[src/rtl/a2d_pkg.sv]
// ----------------------------------------------------------------------------
// a2d_pkg
// Shared types, widths and calibration table of the ADC-to-distance
// interpolator.
// ----------------------------------------------------------------------------
package a2d_pkg;

    // Field widths
    localparam int X_W = 12;            // converter reading
    localparam int Y_W = 14;            // distance, unsigned Q8
    localparam int P_W = X_W + Y_W;     // product of |y1 - y0| and offset
    localparam int Q_W = Y_W;           // correction quotient never exceeds |y1 - y0|

    // Calibration table
    localparam int TABLE_POINTS = 10;
    localparam int LAST_IDX     = TABLE_POINTS - 1;
    localparam int IDX_W        = $clog2(TABLE_POINTS);

    // Stream widths, padded to whole bytes
    localparam int S_DATA_W = ((X_W + 7) / 8) * 8;
    localparam int M_DATA_W = ((Y_W + 7) / 8) * 8;

    // Queue between front and back
    localparam int QUEUE_DEPTH = 2;
    localparam int QPTR_W      = $clog2(QUEUE_DEPTH);
    localparam int QCNT_W      = $clog2(QUEUE_DEPTH + 1);

    // Calibration readings, descending; entries past the tenth read zero
    function automatic logic [X_W-1:0] cal_x(input int idx);
        logic [X_W-1:0] v;
        case (idx)
            0:       v = X_W'(3200);
            1:       v = X_W'(2700);
            2:       v = X_W'(2200);
            3:       v = X_W'(1850);
            4:       v = X_W'(1550);
            5:       v = X_W'(1300);
            6:       v = X_W'(1100);
            7:       v = X_W'(950);
            8:       v = X_W'(820);
            9:       v = X_W'(720);
            default: v = '0;
        endcase
        return v;
    endfunction

    // Calibration distances in Q8 (9 cm .. 50 cm)
    function automatic logic [Y_W-1:0] cal_y(input int idx);
        logic [Y_W-1:0] v;
        case (idx)
            0:       v = Y_W'(2304);
            1:       v = Y_W'(3072);
            2:       v = Y_W'(3840);
            3:       v = Y_W'(5120);
            4:       v = Y_W'(6400);
            5:       v = Y_W'(7680);
            6:       v = Y_W'(8960);
            7:       v = Y_W'(10240);
            8:       v = Y_W'(11520);
            9:       v = Y_W'(12800);
            default: v = '0;
        endcase
        return v;
    endfunction

    // Classified job handed from front to back
    typedef struct packed {
        logic           clamped;  // reading at or past a table end
        logic           bypass;   // result is y0 as is, no interpolation
        logic           neg;      // distance falls across the segment
        logic [Y_W-1:0] y0;       // segment start distance
        logic [Y_W-1:0] dy;       // |y1 - y0|
        logic [X_W-1:0] off;      // x0 - x
        logic [X_W-1:0] den;      // x0 - x1
    } job_t;

endpackage

[src/rtl/a2d_front.sv]
// ----------------------------------------------------------------------------
// a2d_front
// Accepts readings, clamps the ends and picks the bracketing segment.
// One registered stage; emits one job per reading.
// ----------------------------------------------------------------------------
module a2d_front (
    input  logic                         clk,
    input  logic                         rst_n,
    input  logic                         s_tvalid,
    output logic                         s_tready,
    input  logic [a2d_pkg::S_DATA_W-1:0] s_tdata,    // [11:0] adc_value
    output logic                         job_valid,
    input  logic                         job_ready,
    output a2d_pkg::job_t                job
);

    logic [a2d_pkg::X_W-1:0]   x;
    logic [a2d_pkg::IDX_W-1:0] seg_idx;
    logic                      seg_hit;
    logic [a2d_pkg::X_W-1:0]   x0;
    logic [a2d_pkg::X_W-1:0]   x1;
    logic [a2d_pkg::Y_W-1:0]   y0;
    logic [a2d_pkg::Y_W-1:0]   y1;
    a2d_pkg::job_t             job_next;
    a2d_pkg::job_t             job_reg;
    logic                      valid_reg;
    logic                      valid_next;
    logic                      load;

    assign x = s_tdata[a2d_pkg::X_W-1:0];

    // First bracketing segment: scan from the top, last match (lowest index) wins
    always_comb
    begin
        seg_idx = '0;
        seg_hit = 1'b0;
        for (int i = a2d_pkg::TABLE_POINTS - 2; i >= 0; i--)
        begin
            if (x <= a2d_pkg::cal_x(i) && x >= a2d_pkg::cal_x(i + 1))
            begin
                seg_idx = a2d_pkg::IDX_W'(i);
                seg_hit = 1'b1;
            end
        end
    end

    // Segment end points
    assign x0 = a2d_pkg::cal_x(int'(seg_idx));
    assign x1 = a2d_pkg::cal_x(int'(seg_idx) + 1);
    assign y0 = a2d_pkg::cal_y(int'(seg_idx));
    assign y1 = a2d_pkg::cal_y(int'(seg_idx) + 1);

    // Classification
    always_comb
    begin
        job_next.clamped = 1'b0;
        job_next.bypass  = 1'b1;
        job_next.neg     = (y1 < y0);
        job_next.y0      = a2d_pkg::cal_y(a2d_pkg::LAST_IDX);
        job_next.dy      = (y1 < y0) ? (y0 - y1) : (y1 - y0);
        job_next.off     = x0 - x;
        job_next.den     = x0 - x1;
        if (x >= a2d_pkg::cal_x(0))
        begin
            job_next.clamped = 1'b1;
            job_next.y0      = a2d_pkg::cal_y(0);
        end
        else if (x <= a2d_pkg::cal_x(a2d_pkg::LAST_IDX))
        begin
            job_next.clamped = 1'b1;
        end
        else if (seg_hit)
        begin
            // zero-width segment yields y0
            job_next.y0     = y0;
            job_next.bypass = (job_next.den == '0);
        end
    end

    // Output stage handshake
    assign s_tready   = !valid_reg || job_ready;
    assign load       = s_tvalid && s_tready;
    assign valid_next = load ? 1'b1 : (valid_reg && !job_ready);

    always_ff @(posedge clk or negedge rst_n)
    begin
        if (!rst_n)
        begin
            valid_reg <= 1'b0;
        end
        else
        begin
            valid_reg <= valid_next;
        end
    end

    always_ff @(posedge clk)
    begin
        if (load)
        begin
            job_reg <= job_next;
        end
    end

    assign job_valid = valid_reg;
    assign job       = job_reg;

endmodule

[src/rtl/a2d_queue.sv]
// ----------------------------------------------------------------------------
// a2d_queue
// Short job queue that decouples the front from the back.
// ----------------------------------------------------------------------------
module a2d_queue (
    input  logic          clk,
    input  logic          rst_n,
    input  logic          in_valid,
    output logic          in_ready,
    input  a2d_pkg::job_t in_job,
    output logic          out_valid,
    input  logic          out_ready,
    output a2d_pkg::job_t out_job
);

    a2d_pkg::job_t                mem_reg [a2d_pkg::QUEUE_DEPTH];
    logic [a2d_pkg::QPTR_W-1:0]   wr_ptr_reg;
    logic [a2d_pkg::QPTR_W-1:0]   wr_ptr_next;
    logic [a2d_pkg::QPTR_W-1:0]   rd_ptr_reg;
    logic [a2d_pkg::QPTR_W-1:0]   rd_ptr_next;
    logic [a2d_pkg::QCNT_W-1:0]   count_reg;
    logic [a2d_pkg::QCNT_W-1:0]   count_next;
    logic                         push;
    logic                         pop;

    assign in_ready  = (count_reg != a2d_pkg::QCNT_W'(a2d_pkg::QUEUE_DEPTH));
    assign out_valid = (count_reg != '0);
    assign push      = in_valid && in_ready;
    assign pop       = out_valid && out_ready;
    assign out_job   = mem_reg[rd_ptr_reg];

    // Pointer and fill count update
    always_comb
    begin
        wr_ptr_next = wr_ptr_reg;
        rd_ptr_next = rd_ptr_reg;
        count_next  = count_reg;
        if (push)
        begin
            wr_ptr_next = (wr_ptr_reg == a2d_pkg::QPTR_W'(a2d_pkg::QUEUE_DEPTH - 1))
                          ? '0 : wr_ptr_reg + 1'b1;
        end
        if (pop)
        begin
            rd_ptr_next = (rd_ptr_reg == a2d_pkg::QPTR_W'(a2d_pkg::QUEUE_DEPTH - 1))
                          ? '0 : rd_ptr_reg + 1'b1;
        end
        if (push && !pop)
        begin
            count_next = count_reg + 1'b1;
        end
        else if (pop && !push)
        begin
            count_next = count_reg - 1'b1;
        end
    end

    always_ff @(posedge clk or negedge rst_n)
    begin
        if (!rst_n)
        begin
            wr_ptr_reg <= '0;
            rd_ptr_reg <= '0;
            count_reg  <= '0;
        end
        else
        begin
            wr_ptr_reg <= wr_ptr_next;
            rd_ptr_reg <= rd_ptr_next;
            count_reg  <= count_next;
        end
    end

    // Storage
    always_ff @(posedge clk)
    begin
        if (push)
        begin
            mem_reg[wr_ptr_reg] <= in_job;
        end
    end

    // Fill count stays within the queue depth
    a_count_bound: assert property (@(posedge clk) disable iff (!rst_n)
        count_reg <= a2d_pkg::QCNT_W'(a2d_pkg::QUEUE_DEPTH))
        else $error("queue fill count above depth");

endmodule

[src/rtl/a2d_back.sv]
// ----------------------------------------------------------------------------
// a2d_back
// Interpolation pipeline: |y1 - y0| times offset, one restoring divide step
// per stage, then add or subtract the correction (bypass passes y0). Output register.
// ----------------------------------------------------------------------------
module a2d_back (
    input  logic                         clk,
    input  logic                         rst_n,
    input  logic                         job_valid,
    output logic                         job_ready,
    input  a2d_pkg::job_t                job,
    output logic                         m_tvalid,
    input  logic                         m_tready,
    output logic [a2d_pkg::M_DATA_W-1:0] m_tdata,    // [13:0] distance_q8
    output logic [0:0]                   m_tuser     // [0] clamped
);

    localparam int NS = a2d_pkg::Q_W + 1;   // multiply stage plus divide steps

    // Pipeline stage registers
    logic                    vld_reg [NS];
    logic [a2d_pkg::P_W-1:0] rem_reg [NS];
    logic [a2d_pkg::Q_W-1:0] quo_reg [NS];
    logic [a2d_pkg::X_W-1:0] den_reg [NS];
    logic [a2d_pkg::Y_W-1:0] y0_reg  [NS];
    logic                    neg_reg [NS];
    logic                    byp_reg [NS];
    logic                    clp_reg [NS];

    logic                    out_valid_reg;
    logic [a2d_pkg::Y_W-1:0] dist_reg;
    logic [a2d_pkg::Y_W-1:0] dist_next;
    logic                    clamp_reg;
    logic                    adv;

    // Whole pipeline moves unless a finished result is held
    assign adv       = !(out_valid_reg && !m_tready);
    assign job_ready = adv;

    // Multiply stage
    always_ff @(posedge clk or negedge rst_n)
    begin
        if (!rst_n)
        begin
            vld_reg[0] <= 1'b0;
        end
        else if (adv)
        begin
            vld_reg[0] <= job_valid;
        end
    end

    always_ff @(posedge clk)
    begin
        if (adv)
        begin
            rem_reg[0] <= a2d_pkg::P_W'(job.dy) * a2d_pkg::P_W'(job.off);
            quo_reg[0] <= '0;
            den_reg[0] <= job.den;
            y0_reg[0]  <= job.y0;
            neg_reg[0] <= job.neg;
            byp_reg[0] <= job.bypass;
            clp_reg[0] <= job.clamped;
        end
    end

    // Divide steps, most significant quotient bit first
    for (genvar k = 0; k < a2d_pkg::Q_W; k++)
    begin : g_div
        localparam int B = a2d_pkg::Q_W - 1 - k;
        logic [a2d_pkg::P_W-1:0] trial;
        logic                    fits;

        assign trial = a2d_pkg::P_W'(den_reg[k]) << B;
        assign fits  = (rem_reg[k] >= trial);

        always_ff @(posedge clk or negedge rst_n)
        begin
            if (!rst_n)
            begin
                vld_reg[k+1] <= 1'b0;
            end
            else if (adv)
            begin
                vld_reg[k+1] <= vld_reg[k];
            end
        end

        always_ff @(posedge clk)
        begin
            if (adv)
            begin
                rem_reg[k+1] <= fits ? (rem_reg[k] - trial) : rem_reg[k];
                quo_reg[k+1] <= quo_reg[k] | (a2d_pkg::Q_W'(fits) << B);
                den_reg[k+1] <= den_reg[k];
                y0_reg[k+1]  <= y0_reg[k];
                neg_reg[k+1] <= neg_reg[k];
                byp_reg[k+1] <= byp_reg[k];
                clp_reg[k+1] <= clp_reg[k];
            end
        end
    end

    // Apply the correction; wraps to the field width
    always_comb
    begin
        if (byp_reg[NS-1])
        begin
            dist_next = y0_reg[NS-1];
        end
        else if (neg_reg[NS-1])
        begin
            dist_next = y0_reg[NS-1] - quo_reg[NS-1];
        end
        else
        begin
            dist_next = y0_reg[NS-1] + quo_reg[NS-1];
        end
    end

    // Output register
    always_ff @(posedge clk or negedge rst_n)
    begin
        if (!rst_n)
        begin
            out_valid_reg <= 1'b0;
        end
        else if (adv)
        begin
            out_valid_reg <= vld_reg[NS-1];
        end
    end

    always_ff @(posedge clk)
    begin
        if (adv)
        begin
            dist_reg  <= dist_next;
            clamp_reg <= clp_reg[NS-1];
        end
    end

    assign m_tvalid = out_valid_reg;
    assign m_tdata  = a2d_pkg::M_DATA_W'(dist_reg);
    assign m_tuser  = clamp_reg;

    // Division finished: remainder below the divisor
    a_rem_done: assert property (@(posedge clk) disable iff (!rst_n)
        (vld_reg[NS-1] && !byp_reg[NS-1]) |-> (rem_reg[NS-1] < a2d_pkg::P_W'(den_reg[NS-1])))
        else $error("divide remainder not reduced");

    // Clamped results sit on a table end
    a_clamp_end: assert property (@(posedge clk) disable iff (!rst_n)
        (m_tvalid && clamp_reg) |->
            (dist_reg == a2d_pkg::cal_y(0) || dist_reg == a2d_pkg::cal_y(a2d_pkg::LAST_IDX)))
        else $error("clamped distance not a table end");

    // A held result freezes the pipeline
    a_stall_hold: assert property (@(posedge clk) disable iff (!rst_n)
        !adv |=> ($stable(vld_reg[NS-1]) && $stable(dist_reg)))
        else $error("pipeline moved during stall");

endmodule

[src/rtl/adc_to_distance_interpolator.sv]
// ----------------------------------------------------------------------------
// adc_to_distance_interpolator
// Converts a 12-bit sensor reading to a distance in cm (unsigned Q8) by
// piecewise linear interpolation over a ten-point calibration table.
// ----------------------------------------------------------------------------
// Takes one reading per clock while the output is not stalled, and
// returns one result per reading, in order. A reading passes through one
// classify stage, the two-entry job queue, one multiply stage, fourteen
// divide stages (one quotient bit each) and the output register. A
// reading at or past either table end is clamped to that end's distance
// and flagged in m_tuser. Results truncate toward zero.
module adc_to_distance_interpolator (
    input  logic                         clk,
    input  logic                         rst_n,
    input  logic                         s_tvalid,
    output logic                         s_tready,
    input  logic [a2d_pkg::S_DATA_W-1:0] s_tdata,    // [11:0] adc_value
    output logic                         m_tvalid,
    input  logic                         m_tready,
    output logic [a2d_pkg::M_DATA_W-1:0] m_tdata,    // [13:0] distance_q8
    output logic [0:0]                   m_tuser     // [0] clamped
);

    logic          fj_valid;
    logic          fj_ready;
    a2d_pkg::job_t fj;
    logic          bj_valid;
    logic          bj_ready;
    a2d_pkg::job_t bj;

    // Front: clamp and segment select
    a2d_front u_front (
        .clk       (clk),
        .rst_n     (rst_n),
        .s_tvalid  (s_tvalid),
        .s_tready  (s_tready),
        .s_tdata   (s_tdata),
        .job_valid (fj_valid),
        .job_ready (fj_ready),
        .job       (fj)
    );

    // Job queue
    a2d_queue u_queue (
        .clk       (clk),
        .rst_n     (rst_n),
        .in_valid  (fj_valid),
        .in_ready  (fj_ready),
        .in_job    (fj),
        .out_valid (bj_valid),
        .out_ready (bj_ready),
        .out_job   (bj)
    );

    // Back: interpolation pipeline
    a2d_back u_back (
        .clk       (clk),
        .rst_n     (rst_n),
        .job_valid (bj_valid),
        .job_ready (bj_ready),
        .job       (bj),
        .m_tvalid  (m_tvalid),
        .m_tready  (m_tready),
        .m_tdata   (m_tdata),
        .m_tuser   (m_tuser)
    );

endmodule

[config.mk]
export PLATFORM = sky130hd
export DESIGN_NAME = adc_to_distance_interpolator
export DESIGN_NICKNAME = d
export VERILOG_FILES = /design/src/rtl/a2d_pkg.sv /design/src/rtl/a2d_front.sv /design/src/rtl/a2d_queue.sv /design/src/rtl/a2d_back.sv /design/src/rtl/adc_to_distance_interpolator.sv
export SDC_FILE = /design/constraint.sdc
export NUM_CORES = 2
export LEC_CHECK = 0
export BUFFER_PORTS_ARGS = -buffer_cell sky130_fd_sc_hd__buf_2
export CAP_MARGIN = 20
export CORE_ASPECT_RATIO = 0.5
export CORE_UTILIZATION = 60
export DETAILED_ROUTE_END_ITERATION = 10
export PLACE_DENSITY_LB_ADDON = 0.05
export SYNTH_ARGS = -nofsm -noshare
export SYNTH_HDL_FRONTEND = slang
export SYNTH_SLANG_ARGS = --single-unit
[constraint.sdc]
create_clock -name clk -period 59.1 [get_ports clk]
set_input_delay 11.82 -clock clk [delete_from_list [all_inputs] [get_ports clk]]
set_output_delay 11.82 -clock clk [all_outputs]
set_load 0.01 [all_outputs]
### Word-level counts from Yosys, hierarchy flattened

Memory sizes are Yosys's and may differ from the RTL's. A register that Yosys moved wholly into a read port is not among the register bits.
Cells that the tools add are included.

* $add $sub $neg: 25
* multipliers: 1
* $lt $le $gt $ge: 35
* equality and inequality tests: 1
* mux-type cells: 48
* bitwise operators: 15
* reductions and logical operators: 29

Operators by type and width (count)
* 26-bit two-way mux: 14
* 14-bit two-way mux: 6
* 12-bit by 11-bit greater-or-equal comparator with 1-bit output, second input constant: 4
* 12-bit by 11-bit less-or-equal comparator with 1-bit output, second input constant: 4
* 14-bit subtractor: 3
* 12-bit by 10-bit greater-or-equal comparator with 1-bit output, second input constant: 3
* 12-bit greater-or-equal comparator, second input constant: 3
* 12-bit by 10-bit less-or-equal comparator with 1-bit output, second input constant: 3
* 12-bit less-or-equal comparator, second input constant: 3
* 4-bit two-way mux: 9
* 28-bit logical NOT: 1
* 26-bit by 12-bit greater-or-equal comparator with 1-bit output: 1
* 26-bit by 13-bit greater-or-equal comparator with 1-bit output: 1
* 26-bit by 14-bit greater-or-equal comparator with 1-bit output: 1
* 26-bit by 15-bit greater-or-equal comparator with 1-bit output: 1
* 26-bit by 16-bit greater-or-equal comparator with 1-bit output: 1
* 26-bit by 17-bit greater-or-equal comparator with 1-bit output: 1
* 26-bit by 18-bit greater-or-equal comparator with 1-bit output: 1
* 26-bit by 19-bit greater-or-equal comparator with 1-bit output: 1
* 26-bit by 20-bit greater-or-equal comparator with 1-bit output: 1
* 26-bit by 21-bit greater-or-equal comparator with 1-bit output: 1
* 26-bit by 22-bit greater-or-equal comparator with 1-bit output: 1
* 26-bit by 23-bit greater-or-equal comparator with 1-bit output: 1
* 26-bit by 24-bit greater-or-equal comparator with 1-bit output: 1
* other kinds (48): 88

* bits in registers: 90
* memory bits (writable): 1145
* memory bits (read-only): 544
* logic and storage cells: 195
* memories: 12

Memory list
* u_back.rem_reg: words 15, width 26, read ports 14, clocked after Yosys merged registers in 0, wr ports 15, RTL line a2d_back.sv:22 `logic [a2d_pkg::P_W-1:0] rem_reg [NS];`
* u_back.quo_reg: words 15, width 14, read ports 15, clocked after Yosys merged registers in 0, wr ports 15, RTL line a2d_back.sv:23 `logic [a2d_pkg::Q_W-1:0] quo_reg [NS];`
* u_back.y0_reg: words 15, width 14, read ports 15, clocked after Yosys merged registers in 0, wr ports 15, RTL line a2d_back.sv:25 `logic [a2d_pkg::Y_W-1:0] y0_reg [NS];`
* u_back.den_reg: words 15, width 12, read ports 14, clocked after Yosys merged registers in 0, wr ports 15, RTL line a2d_back.sv:24 `logic [a2d_pkg::X_W-1:0] den_reg [NS];`
* (name not given): words 16, width 11, read ports 1, clocked after Yosys merged registers in 0, wr ports 0, RTL line a2d_pkg.sv:31 `case (idx)`
* (name not given): words 16, width 11, read ports 1, clocked after Yosys merged registers in 0, wr ports 0, RTL line a2d_pkg.sv:31
* +6 memories

### Longest topological paths before layout

* depth in word-level cells: 16
* depth in mapped cells: 28
* mapped depth without buffers: 24

### Hierarchy

From an unflattened synthesis, not the netlist that was laid out.

* cell total of the unflattened synthesis: 4120
* area total of the unflattened synthesis: 54014.3 sq um

By module, submodules not included
* a2d_back: instances 1, cells each 3507, area each 45902.8 sq um
* a2d_queue: instances 1, cells each 189, area each 4327.9 sq um
* a2d_front: instances 1, cells each 424, area each 3783.6 sq um

### Worst setup path before layout

No wires, ideal clock.

* kind: input to register
* start point: in m_tready
* end point: reg u_back.vld_reg[0] in the netlist's numbering
* arrival time: 33.213 ns
* required time: 58.931 ns
* setup slack: 25.718 ns
* stages on the path: 4
* cell sequence: nand2b_1 clkbuf_1 buf_1 mux2_2

* cells in the longest elaborated chain, start to end: 2

RTL lines
* start: declaration: RTL line adc_to_distance_interpolator.sv:19 `input logic m_tready,`
* 1-bit logical NOT: RTL line a2d_back.sv:37 `assign adv = !(out_valid_reg && !m_tready);`
* 1-bit logical AND: RTL line a2d_back.sv:37
* end signal: indexed assignment: RTL line a2d_back.sv:85 `vld_reg[k+1] <= vld_reg[k];`
* end: declaration: RTL line a2d_back.sv:21 `logic vld_reg [NS];`

Every way passes these cells.
A chain may end at the register's enable or synchronous reset.

==> metrics.txt <==
DIE WIDTH 373.4 um; GPL Wtd Cong 0.8972; clock root cell clkbuf_16; routed vias/inst 5.580; critical setup path kind in -> reg; Buffers on Ports 32; dpl cells 4187; Post-DP Area 0.04253 mm2; total wire length 69290 um; Slew headroom 28.22%; die area 0.07009 mm2; # IOs 39; status complete, no violations; grt ovf 0; Post-synth top flop edfxtp_1; layout cells sized above 1 9.048%; Worst setup SP type input port; post-cts sizing count 0; FP Rows 67; Initial DRC Count 1392; setup_tns 0 ns; Initial Utilization 61.25%; Design Area, Final 0.04504 mm2; Max Fclk 55.85 MHz; TritonRoute pass-1 iters 5; post-detail-place hpwl 50150 um; Clock Latency Late Sink 0.66 ns; Async S/R FF share, synth 2.570%; Remaining DRCs 0; Hold WS 0.4062 ns; nets 3697; Ant. Diodes 0; Largest delay share family, worst path compound AO/OA/AOI/OAI gates; Final Setup Violations 0; Max Cap Viol 0; initial antenna violation count 0; vias in the first global route 24159; antenna-violating nets left 0; max incr delay on CP 0.92 ns; Hold Path Class reg -> reg; TritonCTS buffer count 72; Reg clk slew, reported paths 0.07 ns; Worst-Margin Slew 1.073 ns; RSZ-0062 raised after global routing false; Placeable Area 0.06757 mm2; hold buffer count at CTS 0; first-pass GRT wire length 115000 um; clk sinks 817; non-filler instance count after layout 4323; synthesized area per cell 12.50 um2; Fin Clk Skew 0.02143 ns; biggest fanout along the worst timing path 31; Post-Syn Area 0.04138 mm2; CP Capture Type register; Area Overhead vs Synth 8.834%; drt wl/cell 16.03 um; most frequent cells in the layout edfxtp_1, inv_1, ha_1; H-tree lvl count 3; Chip Height 187.7 um; crit path DAT 18.30 ns; Crit-path slowest cell ha_1; Vias 24122; Seq/Total Area, Yosys 59.03%; Slew Limit Fails 0; largest net degree at the start of global routing 92; number of synthesized flops with an enable pin 796; Tot GR Track Use 20.26%; CP Data Required Time 59.49 ns; max reg flops 273; most common cell after layout, fill and taps aside edfxtp_1; CP Buf/Inv Count 6; synth unique cells 81; # fillers 4921; worst-case clock buffer depth 3; period utilisation layout 30.30%; Post-Syn Instances 3310; Ys Warns 0; Post-CTS Setup Bufs 0; register bit count reported by yosys 817; min Tclk post-route 17.91 ns; CTS tree yes; final hold vios 0
## path summary, 6_finish.rpt
| check | end | cells past startpoint | slack [ns] | startpoint |
|---|---|---|---|---|
| setup reg to reg | u_back.rem_reg[0][25]$_DFFE_PN_ | 18 | 53.04 | u_queue.rd_ptr_reg$_DFFE_PN0P_ |
| min in group asynchronous | u_back.vld_reg[6]$_DFFE_PN0N_ | 1 | 11.10 | rst_n |
| max in group asynchronous | u_queue.rd_ptr_reg$_DFFE_PN0P_ | 1 | 47.66 | rst_n |
| setup / recovery | u_front.job[37]$_DFFE_PP_ | 25 | 41.19 | s_tdata[5] |
| hold reg to reg | u_back.quo_reg[6][10]$_DFFE_PN_ | 0 | 0.41 | u_back.quo_reg[5][10]$_DFFE_PN_ |
| hold / removal | u_back.quo_reg[6][10]$_DFFE_PN_ | 0 | 0.41 | u_back.quo_reg[5][10]$_DFFE_PN_ |
## cell type report
| type | count | area (um2) | share of cell area (%) |
|---|---|---|---|
| Clock inverter | 49 | 580.6 | 1.289 |
| Inverter | 345 | 1295 | 2.875 |
| Sequential cell | 817 | 24430 | 54.24 |
| Tap cell | 897 | 1122 | 2.492 |
| Timing Repair Buffer | 54 | 349.1 | 0.7751 |
| Multi-Input combinational cell | 2077 | 15380 | 34.16 |
| Clock buffer | 84 | 1878 | 4.170 |
## through the flow
step / utilization [%] / setup slack [ns]
floorplan: - / 25.72
global placement: 62.94 / 40.12
detailed placement: 62.95 / 40.63
CTS: 66.59 / 41.34
global route: 66.66 / 40.72
finish: 66.66 / 41.19
## logic make-up after synthesis
kind of cell    Yosys count  synth area share (%)
compound gates          578                 8.765
xor+xnor                223                 4.720
fa+ha+maj               310                 10.41
buf+inv                 417                 3.894
flops                   817                 59.03
mux                     113                 2.987
other cells               1              0.009062
simple gates            851                 10.19
## layer usage
layer / routed length, um / vias to the layer above / track usage [%]
li1: - / 12093 / -
met1: 28970 / 11506 / 23.10
met2: 35580 / 366 / 37.23
met3: 2048 / 157 / 3.430
met4: 2681 / 0 / 9.402
met5: 0 / - / 0
## synth_stat cells (37+ instances only)
cell      count  share of area (%)
fa_1         57                2.8
edfxtp_1    796                 58
inv_1       344                3.1
clkbuf_1     45               0.41
xnor2_1     125                2.6
nor2_1      228                2.1
nand3_1      47               0.57
nor2b_1      45               0.68
nor3_1       75               0.91
o21ai_0     148                1.8
ha_1        253                7.6
mux2_2       83                2.3
a21o_1       56                1.0
a21oi_1     170                2.1
nand2b_1     45               0.68
nor4_1       37               0.56
nand2_1     204                1.9
xor2_1       98                2.1
Power is left out: the tool's default activity adds up to more than one toggle a clock period on the data nets, which glitch-free logic cannot reach.
